$ cat src/rtl/dis_pkg.sv
// Shared types, constants and the Adler-32 step function for the image scanner.
`default_nettype none

package dis_pkg;

    localparam int WINDOW_BYTES = 113;
    localparam int HEAD_BYTES   = 12;
    localparam int CHAIN_CELLS  = WINDOW_BYTES - HEAD_BYTES;
    localparam int CHECK_BYTES  = 44;

    localparam logic [30:0] CHECK_START  = 31'(WINDOW_BYTES - 1);
    localparam logic [30:0] WINDOW_LEN   = 31'(WINDOW_BYTES);
    localparam logic [31:0] HDR_SIZE     = 32'h0000_0070;
    localparam logic [31:0] WINDOW_SIZE  = 32'(WINDOW_BYTES);
    localparam logic [31:0] ENDIAN_TAG   = 32'h1234_5678;
    localparam logic [16:0] ADLER_MOD    = 17'd65521;

    localparam logic [7:0] MAGIC_D      = 8'h64;
    localparam logic [7:0] MAGIC_E      = 8'h65;
    localparam logic [7:0] MAGIC_X      = 8'h78;
    localparam logic [7:0] MAGIC_NL     = 8'h0A;
    localparam logic [7:0] DIGIT_LOW    = 8'h30;
    localparam logic [7:0] DIGIT_HIGH   = 8'h39;

    localparam int OFS_CHECKSUM = 8;
    localparam int OFS_FILE_SIZE = 32;
    localparam int OFS_HDR_SIZE = 36;
    localparam int OFS_ENDIAN   = 40;

    typedef struct packed {
        logic [15:0] b;
        logic [15:0] a;
    } adler_t;

    localparam adler_t ADLER_INIT = '{b: 16'd0, a: 16'd1};

    typedef struct packed {
        logic [29:0] image_offset;
        logic [30:0] image_length;
        logic [31:0] computed_checksum;
        logic [31:0] stored_checksum;
        logic        checksum_ok;
    } result_t;

    function automatic adler_t adler_fold(adler_t s, logic [7:0] d);
        logic [16:0] a_sum;
        logic [16:0] b_sum;
        adler_t      r;
        a_sum = {1'b0, s.a} + {9'b0, d};
        r.a   = (a_sum >= ADLER_MOD) ? 16'(a_sum - ADLER_MOD) : a_sum[15:0];
        b_sum = {1'b0, s.b} + {1'b0, r.a};
        r.b   = (b_sum >= ADLER_MOD) ? 16'(b_sum - ADLER_MOD) : b_sum[15:0];
        return r;
    endfunction

    function automatic logic is_digit(logic [7:0] c);
        return (c >= DIGIT_LOW) && (c <= DIGIT_HIGH);
    endfunction

endpackage

`default_nettype wire

$ cat src/rtl/dis_cell.sv
// One window cell: holds a byte and the running Adler-32 from that byte to the newest one.
`default_nettype none

module dis_cell (
    input  logic           aclk,
    input  logic           advance,
    input  logic [7:0]     byte_in,
    input  dis_pkg::adler_t sum_in,
    input  logic [7:0]     data_byte,
    output logic [7:0]     byte_out,
    output dis_pkg::adler_t sum_out,
    output dis_pkg::adler_t sum_next
);

    logic [7:0]      byte_reg;
    dis_pkg::adler_t sum_reg;

    assign sum_next = dis_pkg::adler_fold(sum_in, data_byte);
    assign byte_out = byte_reg;
    assign sum_out  = sum_reg;

    always_ff @(posedge aclk) begin
        if (advance) begin
            byte_reg <= byte_in;
            sum_reg  <= sum_next;
        end
    end

endmodule

`default_nettype wire

$ cat config.mk
export PLATFORM = sky130hd
export DESIGN_NAME = dis_cell
export DESIGN_NICKNAME = d
export VERILOG_FILES = /design/src/rtl/dis_pkg.sv /design/src/rtl/dis_cell.sv
export SDC_FILE = /design/constraint.sdc
export NUM_CORES = 1
export LEC_CHECK = 0
export CORE_MARGIN = 2
export CORE_UTILIZATION = 55
export CTS_CLUSTER_SIZE = 10
export DETAILED_ROUTE_END_ITERATION = 8
export DONT_BUFFER_PORTS = 1
export GPL_TIMING_DRIVEN = 0
export PLACE_DENSITY = 0.83
export SLEW_MARGIN = 20
export SYNTH_ARGS = -nofsm -noshare
export SYNTH_HDL_FRONTEND = slang
export SYNTH_SLANG_ARGS = --single-unit
$ cat constraint.sdc
create_clock -name aclk -period 7.98 [get_ports aclk]
set_clock_uncertainty 0.05 [all_clocks]
set_input_delay 1.596 -clock aclk [delete_from_list [all_inputs] [get_ports aclk]]
set_output_delay 1.596 -clock aclk [all_outputs]
set_load 0.03 [all_outputs]
==> results.toml <==
[outcome]
status = "complete, but fails checks"
violations = "setup timing"

[logic_synthesis]
synth_ff_type = "edfxtp_1"
yosys.area.top_type = "edfxtp_1"
synth.top_cell.area_share = 0.384
synth_edf_count = 40
ys_ff_latch = 40
syn_inst = 323
ys_seq_area_frac = 0.384
ys_types = 49
syn-num-nets = 405
yosysWarnings = 0
syn_area_per_cell_sq_um = 9.70
netlist_top_cells_area = "edfxtp_1 38%, ha_1 12%, xor2_1 6.2%"
async_flop_share = 0
synthesis.area_sq_um = 3130

[clocking]
cts.sinks = 40
clk_pin_slew_ps = 80
cts_tree = "yes"
cts_made_buffers = 5
h-tree-depth = 2
clockBufferDepth = 2
cts-root-buf = "clkbuf_8"
cts_hold_buf = 0

[sta]
setup_viol = 13
final_hold_viol_count = 0
min_period_ps = 8220
relSlewSlack = 0.500
grt_setup_unrepaired = "yes"
fin_crit_sh = 1.03
fmaxAchievable_ghz = 0.122
timing.final.ws_setup_ps = -242
drv_slew = 0
setup-tns-final_ps = -1240
tightest_slew_ps = 747

[critical_path]
crit_arrival_ps = 6580
endpoint = "sum_next[30]"
startpoint = "sum_in[0]"
crit_path_end_kind = "output pin"
cp_max_fo = 6
critical_path_class = "in -> out"
crit_required_ps = 6330
startpoint_type = "input port"

[power_and_ir_drop]
comb_power_share = 0.556
power.internal_uw = 638
clkPwrFrac = 0.134
sw_frac_of_total = 0.482
p_sw_uw = 593
vdd_ir_drop_max_uv = 171
total_leakage_power_uw = 0.00170
p_per_area_nw_per_um2 = 271
p_seq_frac = 0.309

[die]
design.core.area_sq_um = 5510
dieWidth_um = 79.5
initial_core_util = 0.569
io_pins = 122
fp.dieH_um = 79.5
die_area_sq_um = 6310
core.rowCount = 27

[route]
route.detailed.drc = 0
wl_per_cell_um = 21.6
wirelength_um = 9490
antenna_left = 0
dr.pass1.iters = 5
via_per_inst = 6.41
drt_iter0_drc = 150
vias = 2822

[global_routing]
grt_max_degree = 41
overflow = 0
antenna_found_initial = 0
grt_pass1_vias = 2620
grt_use_total = 0.243
grt_pass1_wl_um = 12000

[worst_hold_path]
hp-class = "in -> reg"

[run]
max-cap-violations = 0

[placement]
dp.final_hpwl_um = 5430
io_buffers = 0
gp_congestion = 0.847

[layout]
n_antenna_cell = 0
drive_above_1_share = 0.440
final_nets = 449
area_growth_pct = 44.9
utilization = 0.824
==> through the flow <==
step	hold slack [ps]	setup WS [ps]	power [uW]	std cells	area, sq um
global route	1330	-466	1270	440	4540
floorplan	1640	-74.8	800	323	3440
detailed placement	1640	-653	863	395	3530
CTS	1340	-31.5	1110	429	4120
finish	1330	-242	1230	440	4540
global placement	1640	-522	850	395	3530
==> critical path, cell delays in order <==
cell and delay (ps):
ha_4 110, inv_2 30, fa_2 360, nor2b_2 140, o21ai_2 80, a21boi_2 170, o21ai_2 100, a21oi_4 240
nand4_1 170, buf_6 190, o31a_1 260, nor3_4 460, ha_4 240, buf_6 120, nand4_1 190, a211oi_4 300
nor3_4 90, xnor2_2 160, nand2_1 110, nor4_4 360, a41o_1 290, buf_6 140, nand4_1 230, xnor2_4 420
==> how the worst min path moves through the flow <==
stage | cells after the start | to | start
floorplan | 0 | byte_out[0] | byte_in[0]
global placement | 0 | byte_out[2] | byte_in[2]
detailed placement | 0 | byte_out[5] | byte_in[5]
CTS | 0 | byte_out[7] | byte_in[7]
global route | 0 | byte_out[2] | byte_in[2]
finish | 0 | byte_out[7] | byte_in[7]
==> kinds of logic (layout without fill, tap and decap cells) <==
group | count (synthesis) | count (layout) | synth area share
buffers and inverters | 18 | 63 | 0.0240
muxes | 1 | 1 | 0.00360
and+or+nand+nor | 117 | 117 | 0.185
AOI/OAI and AO/OA | 72 | 72 | 0.149
DFF | 40 | 40 | 0.384
xor gates and xnor gates | 43 | 43 | 0.123
adders and majority gates | 32 | 32 | 0.133
==> flip-flops by register name (all words and copies together), names as in the netlist <==
register  count
sum_out      32
byte_out      8
==> cell type report <==
class / count / area, sq um
Buffer: 3 / 18.8
Clock buffer: 6 / 72.6
Clock inverter: 2 / 35.0
Fill cell: 271 / 967
Inverter: 15 / 56.3
Multi-Input combinational cell: 265 / 2770
Sequential cell: 40 / 1200
Tap cell: 72 / 90.1
Timing Repair Buffer: 37 / 298
==> cells in the final DEF (no fill, tap or decap), types with 4 or more instances in the layout <==
| master | instances |
|---|---|
| a21o_1 | 5 |
| a21oi_1 | 14 |
| a21oi_2 | 9 |
| a21oi_4 | 5 |
| and2_1 | 4 |
| buf_4 | 34 |
| clkbuf_8 | 5 |
| edfxtp_1 | 40 |
| ha_1 | 21 |
| ha_4 | 8 |
| inv_1 | 13 |
| nand2_1 | 27 |
| nand2_2 | 7 |
| nand3_1 | 8 |
| nand3_2 | 4 |
| nand4_1 | 6 |
| nor2_1 | 20 |
| nor2_2 | 4 |
| nor2_4 | 5 |
| nor3_1 | 6 |
| o21ai_0 | 5 |
| o21ai_2 | 6 |
| xnor2_2 | 9 |
| xnor2_4 | 8 |
| xor2_1 | 6 |
| xor2_2 | 8 |
| xor2_4 | 9 |
==> layer usage <==
| metal | share of wire | GRT usage | wire [um] | up-vias |
|---|---|---|---|---|
| met5 | 0 | 0 | 0 | - |
| met4 | 0.038 | 0.0983 | 359 | 0 |
| met3 | 0.099 | 0.0679 | 944 | 46 |
| met2 | 0.51 | 0.460 | 4860 | 185 |
| met1 | 0.35 | 0.249 | 3330 | 1346 |
| li1 | - | - | - | 1245 |
==> cells in the mapped netlist, types with 3 or more instances <==
library cell / instances
nand2b_1: 4
nand4_1: 6
and2_1: 5
nor3_1: 10
o21ai_0: 13
and3_1: 5
nand3_1: 12
a21oi_1: 28
a21o_1: 7
xnor2_1: 20
ha_1: 30
inv_1: 15
nor2_1: 29
nor2b_1: 3
o21a_1: 3
nand2_1: 33
xor2_1: 22
edfxtp_1: 40
==> what timing repair did <==
action,CTS,global route
buffers inserted,25,11
gates resized for setup,51,59
endpoints found under the setup margin,16,16
gates cloned,1,0
pin swaps,34,33
hold endpoints to repair,0,0
==> power groups by stage <==
stage	registers, uW	logic (uW)	clock network, uW
floorplan	381	419	0
global placement	385	466	0
detailed placement	386	477	0
CTS	381	566	165
global route	385	718	171
finish	381	685	165
No activity file was read; power rests on OpenSTA's default activity.
